===== src/hdl/aoc_pkg.sv =====
// ----------------------------------------------------------------------------
// aoc_pkg : shared types and constants of the affine orbit canonicaliser
// field constants, controller state type and control/status structs
// ----------------------------------------------------------------------------
package aoc_pkg;

  localparam int WORD_W  = 256;
  localparam int POS_W   = 8;
  localparam int CNT_W   = 16;
  localparam int DEG_W   = 4;

  localparam logic [1:0] ST_OK    = 2'd0;
  localparam logic [1:0] ST_RANGE = 2'd1;
  localparam logic [1:0] ST_FEW   = 2'd2;

  typedef enum logic [2:0] {
    S_IDLE,
    S_SCAN,
    S_PAIR,
    S_LOGD,
    S_INV,
    S_IMAGE,
    S_FLUSH,
    S_DONE
  } aoc_state_t;

  typedef struct packed {
    logic load;       // latch input word and degree
    logic scan_step;  // examine one position
    logic pair_setup; // read both elements of the current pair
    logic pair_log;   // look up the log of their sum
    logic pair_inv;   // look up the map coefficient
    logic img_step;   // map one element
    logic pair_done;  // compare image with best
    logic next_pair;  // advance pair indices
    logic finish;     // present result
  } aoc_cmd_t;

  typedef struct packed {
    logic scan_last;
    logic img_last;
    logic pairs_last;
    logic pair_same;
    logic pipe_busy;
    logic bad;
    logic few;
  } aoc_stat_t;

  // field multiply, bit-serial over at most eight steps of narrow values
  function automatic logic [7:0] gf_mul(input logic [7:0] a_in, input logic [7:0] b_in,
                                        input logic [3:0] m, input logic [8:0] poly);
    logic [8:0] a;
    logic [7:0] b;
    logic [7:0] r;
    logic [8:0] top;
    a = {1'b0, a_in};
    b = b_in;
    r = '0;
    top = 9'd1 << m;
    for (int i = 0; i < 8; i++) begin
      if (i < int'(m)) begin
        if (b[0]) r = r ^ a[7:0];
        b = b >> 1;
        a = a << 1;
        if ((a & top) != 9'd0) a = a ^ poly;
      end
    end
    return r & 8'(top - 9'd1);
  endfunction

endpackage


===== src/hdl/aoc_ctrl.sv =====
// ----------------------------------------------------------------------------
// aoc_ctrl : sequencing controller
// steps through scan, pair set-up and per-element mapping
// ----------------------------------------------------------------------------
module aoc_ctrl (
  input  logic              clk,
  input  logic              rst_n,
  input  logic              start,
  input  logic              out_free,
  input  aoc_pkg::aoc_stat_t stat,
  output aoc_pkg::aoc_cmd_t  cmd,
  output logic              busy
);
  import aoc_pkg::*;

  aoc_state_t state_r, state_nxt;

  always_ff @(posedge clk) begin
    if (!rst_n) state_r <= S_IDLE;
    else        state_r <= state_nxt;
  end

  always_comb begin
    state_nxt = state_r;
    unique case (state_r)
      S_IDLE:  if (start) state_nxt = S_SCAN;
      S_SCAN:  if (stat.scan_last) begin
        if (stat.bad || stat.few) state_nxt = S_DONE;
        else state_nxt = S_PAIR;
      end
      S_PAIR:  if (stat.pair_same) begin
        if (stat.pairs_last) state_nxt = S_DONE;
      end else state_nxt = S_LOGD;
      S_LOGD:  state_nxt = S_INV;
      S_INV:   state_nxt = S_IMAGE;
      S_IMAGE: if (stat.img_last) state_nxt = S_FLUSH;
      S_FLUSH: if (!stat.pipe_busy) state_nxt = S_PAIR;
      S_DONE:  if (out_free) state_nxt = S_IDLE;
      default: state_nxt = S_IDLE;
    endcase
  end

  always_comb begin
    cmd = '0;
    busy = 1'b1;
    unique case (state_r)
      S_IDLE:  begin busy = 1'b0; cmd.load = start; end
      S_SCAN:  cmd.scan_step = 1'b1;
      S_PAIR:  begin
        cmd.pair_setup = !stat.pair_same;
        cmd.next_pair  = stat.pair_same;
      end
      S_LOGD:  cmd.pair_log = 1'b1;
      S_INV:   cmd.pair_inv = 1'b1;
      S_IMAGE: cmd.img_step = 1'b1;
      S_FLUSH: begin
        cmd.pair_done = !stat.pipe_busy;
        cmd.next_pair = !stat.pipe_busy;
      end
      S_DONE:  cmd.finish = out_free;
      default: cmd = '0;
    endcase
  end

endmodule


===== config.mk =====
export PLATFORM = sky130hd
export DESIGN_NAME = aoc_ctrl
export DESIGN_NICKNAME = d
export VERILOG_FILES = /design/src/hdl/aoc_pkg.sv /design/src/hdl/aoc_ctrl.sv
export SDC_FILE = /design/constraint.sdc
export NUM_CORES = 1
export LEC_CHECK = 0
export BUFFER_PORTS_ARGS = -buffer_cell sky130_fd_sc_hd__buf_2
export CAP_MARGIN = 5
export CELL_PAD_IN_SITES_DETAIL_PLACEMENT = 1
export CELL_PAD_IN_SITES_GLOBAL_PLACEMENT = 2
export CORE_MARGIN = 2
export CORE_UTILIZATION = 21
export DETAILED_ROUTE_END_ITERATION = 6
export GPL_TIMING_DRIVEN = 0
export PLACE_DENSITY = 0.86
export RECOVER_POWER = 100
export SLEW_MARGIN = 5
export SYNTH_ARGS = -nofsm -noshare
export SYNTH_HDL_FRONTEND = slang
export SYNTH_SLANG_ARGS = --single-unit

===== constraint.sdc =====
create_clock -name clk -period 4.65 [get_ports clk]
set_clock_uncertainty 0.15 [all_clocks]
set_input_delay 0.6975 -clock clk [delete_from_list [all_inputs] [get_ports clk]]
set_output_delay 0.6975 -clock clk [all_outputs]
set_load 0.1 [all_outputs]

== After elaboration in Yosys (flattened, before gate mapping) ==
Index checks and enable logic that the tools add are counted.

* Latch bits: 0
* Memories kept: 0
* Memory bits (writable): 0
* Flip-flop bits (word level): 3
* Logic and storage cells: 38
* Input port bits: 11
* Bits in read-only memories: 0
* Output and inout port bits: 10

* Add/sub/neg operators: 0
* Bitwise logic cells: 0
* Magnitude comparators: 0
* Shifts and indexed selects: 0
* Mux-type cells: 19
* $mul: 0
* Reduce and logical (&&, ||, !) cells: 5
* Equality and inequality tests: 13
* Div/mod/pow operators: 0

{| class="wikitable"
|+ Operators with widths
! kind !! count
|-
| 2-to-1 mux 3 bit || 8
|-
| case mux 3 bit (8 select lines) || 1
|-
| equality test 3 bit, second input constant || 4
|-
| inequality test 2 bit, second input constant || 5
|-
| 2-to-1 mux 1 bit || 9
|-
| equality test 3 x 2 -> 1 bit, second input constant || 2
|-
| AND reduction 6 bit || 1
|-
| equality test 3 x 1 -> 1 bit, second input constant || 1
|-
| zero test 3 bit || 1
|-
| inequality test 3 bit, second input constant || 1
|-
| zero test 1 bit || 2
|-
| case mux 1 bit (2 select lines) || 1
|-
| logical OR 1 bit || 1
|}

== Depth between registers and ports, before layout ==
Gate-level depths: netlist of the first run.

* Depth in word-level cells: 4
* Gate-level depth with buffers: 6
* Gate-level depth less buffers: 6

== Worst setup path after synthesis of the first run ==
Ideal clock, no wire load.

* Path kind: reg2out
* Start point: register state_r[2]
* End point: output cmd[8] (netlist name)
* Buffers on the path: 2
* Arrival time: 2.796 ns
* Slack: 1.007 ns
* Data required time: 3.803 ns
* Cell stages (with the launch flop): 5
* Cell sequence: dfxtp_1 -> buf_4 -> clkbuf_1 -> nand2b_1 -> nor2_1

{| class="wikitable"
|+ RTL lines
! item !! RTL line !! text
|-
| start, declared || aoc_ctrl.sv:16 || <nowiki>aoc_state_t state_r, state_nxt;</nowiki>
|-
| start signal, assigned || aoc_ctrl.sv:20 || <nowiki>else state_r <= state_nxt;</nowiki>
|-
| end, declared || aoc_ctrl.sv:11 || <nowiki>output aoc_pkg::aoc_cmd_t cmd,</nowiki>
|}

==> results by group, run 1 <==
Clocking
  – Root buffer cell: clkbuf_4
  – Total CTS buffers: 3
  – Post-CTS Resized: 0
  – Clock transition at the registers of the reported paths: 0.04 ns
  – CTS H-tree lvls: 1
  – CTS tree: done
  – CTS Sinks: 3
  – Hold-fix buffers, CTS: 0
  – Post-CTS Setup Inserts: 0
  – Clk_lat worst skew: 0.24 ns
  – CTS Buffer Depth: 2

Worst setup path
  – Worst endpoint required time: 3.80 ns
  – Crit-path cells: buf_4, clkbuf_1, and3_1, clkbuf_1
  – Beginning of the critical path: state_r[2]
  – Worst r2r path cells: 6
  – WP depth: 4
  – WP data arrival: 2.09 ns
  – Startpoint types: register
  – Largest delay share family, worst path: buffers and inverters
  – Cell mode on critical path: clkbuf_1
  – Slowest stage cell, crit path: clkbuf_1
  – Critical path type: register to output port
  – Crit end category: output port
  – Slowest cell delay on critical path: 0.86 ns
  – Crit Path Max Fanout: 10
  – RR Startpoint: state_r[0]
  – WP buf/inv: 3

GRT
  – Initial antenna violation count: 0
  – Gr ovfl total: 0
  – Total track usage: 10.32%
  – Largest net degree at the start of global routing: 11
  – First-pass GRT wire length: 1518 um
  – Number of global-route vias before repair: 362

Timing
  – Final min period: 2.939 ns
  – Final TNS setup: 0 ns
  – Final cycle utilization of the critical path: 63.21%
  – Pins Over Slew Limit: 0
  – Fmax: 340.2 MHz
  – Final Hold Viols: 0
  – RSZ-0062 raised after global routing: false
  – Final setup fails: 0
  – Max transition margin: 22.55%
  – Tightest Pin Transition: 1.167 ns

Layout
  – ANT cells: 0
  – Commonest non-fill, non-tap cell in the layout: clkbuf_1
  – Reg area: 60.06 um^2
  – Biggest register: state_r
  – Fin nets: 87
  – Max reg flops: 3
  – Top Registers: state_r x3
  – Commonest non-fill, non-tap cells in the layout: clkbuf_1, buf_2, nand2_1
  – Fraction of layout cells with a size suffix above 1: 19.72%
  – Multi-input logic area: 262.8 um^2
  – Fillers: 220
  – Area grow syn2layout: 35.92%

Run status
  – Status: finished, final reports clean

Yosys
  – Post-synth top area share: 16.90%
  – FF+latch count, synth: 3
  – Post-synth design cell area: 355.3 um^2
  – Synth Area per Inst: 7.560 um^2
  – Synth cell types: 24
  – Syn Inst Count: 47
  – Cell taking the most area after synthesis: dfxtp_1
  – Register area share after synthesis: 16.90%
  – Syn Nets: 62
  – Top cells by area, synth: dfxtp_1, ha_1, mux2i_1
  – Synthesis warning total: 0

Run
  – Max cap viols: 0

Floorplanning
  – Die footprint: 2037 um^2
  – Initial Utilization: 23.05%
  – Die W: 45.14 um
  – Io pins: 21
  – Core Footprint: 1541 um^2
  – Die height: 45.14 um
  – Standard-cell row count: 14

Route
  – Routed wire per std cell: 11.59 um
  – WL final: 1008 um
  – Vias: 413
  – DRT Pass-1 Iters: 4
  – 1st-iter DRT viols: 3
  – Routed Antenna Nets: 0
  – DRC: 0
  – Vias per cell: 4.747

Place
  – Post-DP HPWL: 799.6 um
  – IO buf count: 20
  – Gp weighted congestion: 0.7122

Worst hold path
  – Worst Hold Launch: state_r[1]
  – Hold Crit Depth: 2
  – Worst hold path class: register to register
final timing paths:
| check | to | slack (ns) |
|---|---|---|
| min | state_r[1] | 0.36 |
| max | cmd[0] | 1.71 |
| min reg2reg | state_r[1] | 0.36 |
| max reg2reg | state_r[0] | 2.48 |
cells in the mapped netlist:
| library cell | n |
|---|---|
| a2111oi_1 | 1 |
| a211oi_2 | 1 |
| a21oi_1 | 1 |
| a221o_1 | 1 |
| and2_0 | 1 |
| and2_1 | 1 |
| and3_1 | 1 |
| buf_4 | 1 |
| clkbuf_1 | 1 |
| dfxtp_1 | 3 |
| ha_1 | 4 |
| inv_1 | 4 |
| mux2i_1 | 3 |
| nand2_1 | 7 |
| nand2b_1 | 2 |
| nor2_1 | 4 |
| nor2b_1 | 3 |
| nor3_1 | 1 |
| nor3b_1 | 1 |
| o211a_1 | 1 |
| o21a_1 | 1 |
| o21ai_0 | 2 |
| o311ai_0 | 1 |
| o41a_1 | 1 |
area by class of cell:
cell class	count	area share, %
plain buffers	2	2.332
clock buffers	4	5.440
inverters	4	3.109
multi-input cells	38	54.40
flip-flops and latches	3	12.44
well taps	16	4.145
repair buffers	20	18.13
logic make-up after synthesis:
| kind of cell | count (synthesis) | share of synthesized area [%] |
|---|---|---|
| DFF | 3 | 16.90 |
| adders and majority gates | 4 | 14.09 |
| buffers and inverters | 6 | 7.393 |
| and+or+nand+nor | 21 | 29.23 |
| AOI/OAI and AO/OA | 10 | 23.94 |
| muxes | 3 | 8.451 |
worst min-delay path: cells and delay by family, from the launching register on:
kind / cells / cell delay, ns
flops: 1 / 0.34
simple gates: 1 / 0.07
mux: 1 / 0.05
per-layer routing:
layer | global-route usage [%] | part of all wire, % | vias up
li1 | - | - | 210
met1 | 12.26 | 44 | 189
met2 | 17.14 | 47 | 14
met3 | 3.600 | 8.4 | 0
met4 | 3.529 | 0 | 0
met5 | 0 | 0 | -
through the flow:
step | std cells | hold slack [ns] | utilization (%) | setup slack (ns) | instance area (um^2)
after floorplan | 47 | 0.3177 | - | 1.007 | 355.3
final | 87 | 0.3623 | 31.33 | 1.711 | 483.0
after detailed placement | 83 | 0.3489 | 30.84 | 2.377 | 475.5
after global routing | 87 | 0.3839 | 31.33 | 1.602 | 483.0
after global placement | 83 | 0.3430 | 30.84 | 2.379 | 475.5
after CTS | 87 | 0.3636 | 32.55 | 2.136 | 501.7
Power of run 1 is not shown: default switching activity piles up to over one toggle a cycle in this logic, so the estimate is an artifact.
==> run 2, diff against run 1 <==
--- a/config.mk
+++ b/config.mk
@@ -5,15 +5,16 @@
 export SDC_FILE = /design/constraint.sdc
 export NUM_CORES = 1
 export LEC_CHECK = 0
+export ABC_AREA = 1
 export BUFFER_PORTS_ARGS = -buffer_cell sky130_fd_sc_hd__buf_2
 export CAP_MARGIN = 5
 export CELL_PAD_IN_SITES_DETAIL_PLACEMENT = 1
 export CELL_PAD_IN_SITES_GLOBAL_PLACEMENT = 2
 export CORE_MARGIN = 2
-export CORE_UTILIZATION = 21
+export CORE_UTILIZATION = 18
 export DETAILED_ROUTE_END_ITERATION = 6
 export GPL_TIMING_DRIVEN = 0
-export PLACE_DENSITY = 0.86
+export PLACE_DENSITY = 0.8
 export RECOVER_POWER = 100
 export SLEW_MARGIN = 5
 export SYNTH_ARGS = -nofsm -noshare
==> constraint.sdc (replaced) <==
create_clock -name clk -period 2.55 [get_ports clk]
set_clock_uncertainty 0.15 [all_clocks]
set_input_delay 0.3825 -clock clk [delete_from_list [all_inputs] [get_ports clk]]
set_output_delay 0.3825 -clock clk [all_outputs]
set_load 0.1 [all_outputs]
==> run 2 against run 1 <==
Net effect:
- sequential share of layout area decreased by 1.7 points
- first-iteration DRC count unchanged
- design area increased by 16%
- die area increased by 29%
- critical path depth increased by 1
- highest routed layer is now met4
- sequential cell count unchanged
- largest cell class unchanged
- synthesized cell count increased by 36%
- register-to-register slack got worse by 1.5 ns
- worst hold slack got worse by 0.11 ns
==> results by group, run 2 <==
Worst hold path
  – Hold Crit Depth: 3
  – Worst Hold Endpoint: state_r[2]
  – Worst Hold Launch: rst_n
  – Worst hold path class: input pin to register

Yosys
  – Post-synth EDFFs: 0
  – FFs w/ async S/R, synth: 0%
  – Post-synth design cell area: 401.6 um^2
  – FF+latch count, synth: 3
  – Top cells by area, synth: dfxtp_1, nand2_1, ha_1
  – Register area share after synthesis: 14.95%
  – Most frequent cells after synthesis: nand2_1, inv_1, nor2_1
  – Post-synth top area share: 14.95%
  – Syn Inst Count: 64
  – Synth cell types: 15
  – Most common cell in the netlist: nand2_1
  – Cell taking the most area after synthesis: dfxtp_1
  – Synth Flop Type: dfxtp_1
  – Syn Nets: 79
  – Synth Area per Inst: 6.276 um^2
  – Synthesis warning total: 0

Clocking
  – Hold-fix buffers, CTS: 0
  – CTS Sinks: 3
  – Clock transition at the registers of the reported paths: 0.03 ns
  – Root buffer cell: clkbuf_4
  – Clk_lat worst skew: 0.23 ns
  – Post-CTS Resized: 0
  – CTS Buffer Depth: 2
  – Post-CTS Setup Inserts: 0
  – CTS H-tree lvls: 1
  – Total CTS buffers: 3
  – CTS tree: done

Layout
  – Fraction of layout cells with a size suffix above 1: 39.77%
  – Fin util: 25.84%
  – Commonest non-fill, non-tap cell in the layout: nand2_1
  – Top Registers: state_r x3
  – Fillers: 286
  – Area grow syn2layout: 39.56%
  – ANT cells: 0
  – Commonest non-fill, non-tap cells in the layout: nand2_1, inv_1, nor2_1, buf_2, clkbuf_2
  – Final cell count without fillers: 116
  – Fin nets: 104
  – Max reg flops: 3
  – Biggest register: state_r

Timing
  – Final cycle utilization of the critical path: 85.00%
  – Max transition margin: 64.13%
  – Pins Over Slew Limit: 0
  – Final Hold Viols: 0
  – RSZ-0062 raised after global routing: false
  – Tightest Pin Transition: 0.5403 ns
  – Final setup fails: 0
  – Fmax: 461.4 MHz
  – Final min period: 2.167 ns

Worst setup path
  – Slowest stage cell, crit path: clkbuf_2
  – Worst R2R Setup Slack: 0.98 ns
  – Worst endpoint required time: 2.02 ns
  – Crit-path cells: inv_1, ha_1, nand2_1, o21ai_1, clkbuf_2
  – WP data arrival: 1.63 ns
  – Slowest cell delay on critical path: 0.46 ns
  – Crit end category: output port
  – Worst R2R End: state_r[1]
  – Critical path type: register to output port
  – Startpoint types: register
  – Crit Path Max Fanout: 5
  – Worst r2r path cells: 8
  – RR Startpoint: state_r[1]

Route
  – 1st-iter DRT viols: 3
  – WL final: 1059 um
  – Routed wire per std cell: 9.129 um
  – DRT Pass-1 Iters: 3
  – DRC: 0
  – Vias per cell: 4.017
  – Vias: 466
  – Routed Antenna Nets: 0

Run status
  – Status: finished, final reports clean

GRT
  – Gr ovfl total: 0
  – Total track usage: 9.280%
  – Initial antenna violation count: 0
  – Number of global-route vias before repair: 451
  – First-pass GRT wire length: 1849 um
  – Largest net degree at the start of global routing: 11

Floorplanning
  – Standard-cell row count: 17
  – Core Footprint: 2170 um^2
  – Die height: 51.24 um
  – Die W: 51.24 um
  – Initial Utilization: 18.51%
  – Io pins: 21
  – Die footprint: 2625 um^2

Place
  – Gp weighted congestion: 0.6754
  – IO buf count: 20
  – Post-DP HPWL: 931.7 um
  – Placed Cells: 112

Run
  – Max cap viols: 0
[run 2: per-layer routing]
| metal | part of all wire (%) | up-vias | global-route usage [%] | wire length [um] |
|---|---|---|---|---|
| li1 | - | 243 | - | - |
| met1 | 43 | 207 | 10.99 | 460 |
| met2 | 49 | 14 | 15.37 | 518 |
| met3 | 7.1 | 2 | 3.801 | 75 |
| met4 | 0.38 | 0 | 2.632 | 4 |
| met5 | 0 | - | 0 | 0 |
[run 2: worst max-delay path by stage]
| stage | startpoint | end |
|---|---|---|
| 2_1_floorplan | state_r[0] | cmd[1] |
| 3_3_place_gp | state_r[0] | cmd[1] |
| 3_5_place_dp | state_r[0] | cmd[1] |
| 4_1_cts | state_r[0] | cmd[1] |
| 5_1_grt | state_r[0] | cmd[1] |
| 6_report | state_r[0] | cmd[1] |
[run 2: cell families after synthesis]
family          share of synthesized area, %
simple gates                           53.58
fa+ha+maj                              12.46
flops                                  14.95
buf+inv                                15.27
compound gates                         3.737
[run 2: final cells by class]
class | count | area [um^2] | area share (%)
inverter | 12 | 50.05 | 8.929
multi-input combinational | 48 | 277.8 | 49.55
timing repair buffer | 20 | 100.1 | 17.86
clock buffer | 4 | 26.28 | 4.687
sequential | 3 | 60.06 | 10.71
tap | 28 | 35.03 | 6.250
buffer | 1 | 11.26 | 2.009
[run 2: critical path, delay by kind of cell, from the launching register on]
kind / cells / cell delay [ns]
buffers and inverters: 2 / 0.56
flip-flops: 1 / 0.32
adder cells (fa/ha/maj): 1 / 0.29
AO/OA/AOI/OAI: 1 / 0.12
AND/OR/NAND/NOR: 1 / 0.11
[run 2: through the flow]
step | TNS, ns | hold WS, ns | area (um^2) | setup WS (ns)
after global routing | 0 | 0.2497 | 560.5 | 0.2188
after floorplan | -0.07857 | 0.3529 | 406.6 | -0.07857
after CTS | 0 | 0.2552 | 568.0 | 0.3951
after global placement | 0 | 0.4447 | 541.8 | 0.6470
after detailed placement | 0 | 0.4622 | 541.8 | 0.6484
final | 0 | 0.2522 | 560.5 | 0.3826
Power of run 2 is left out for the same reason.
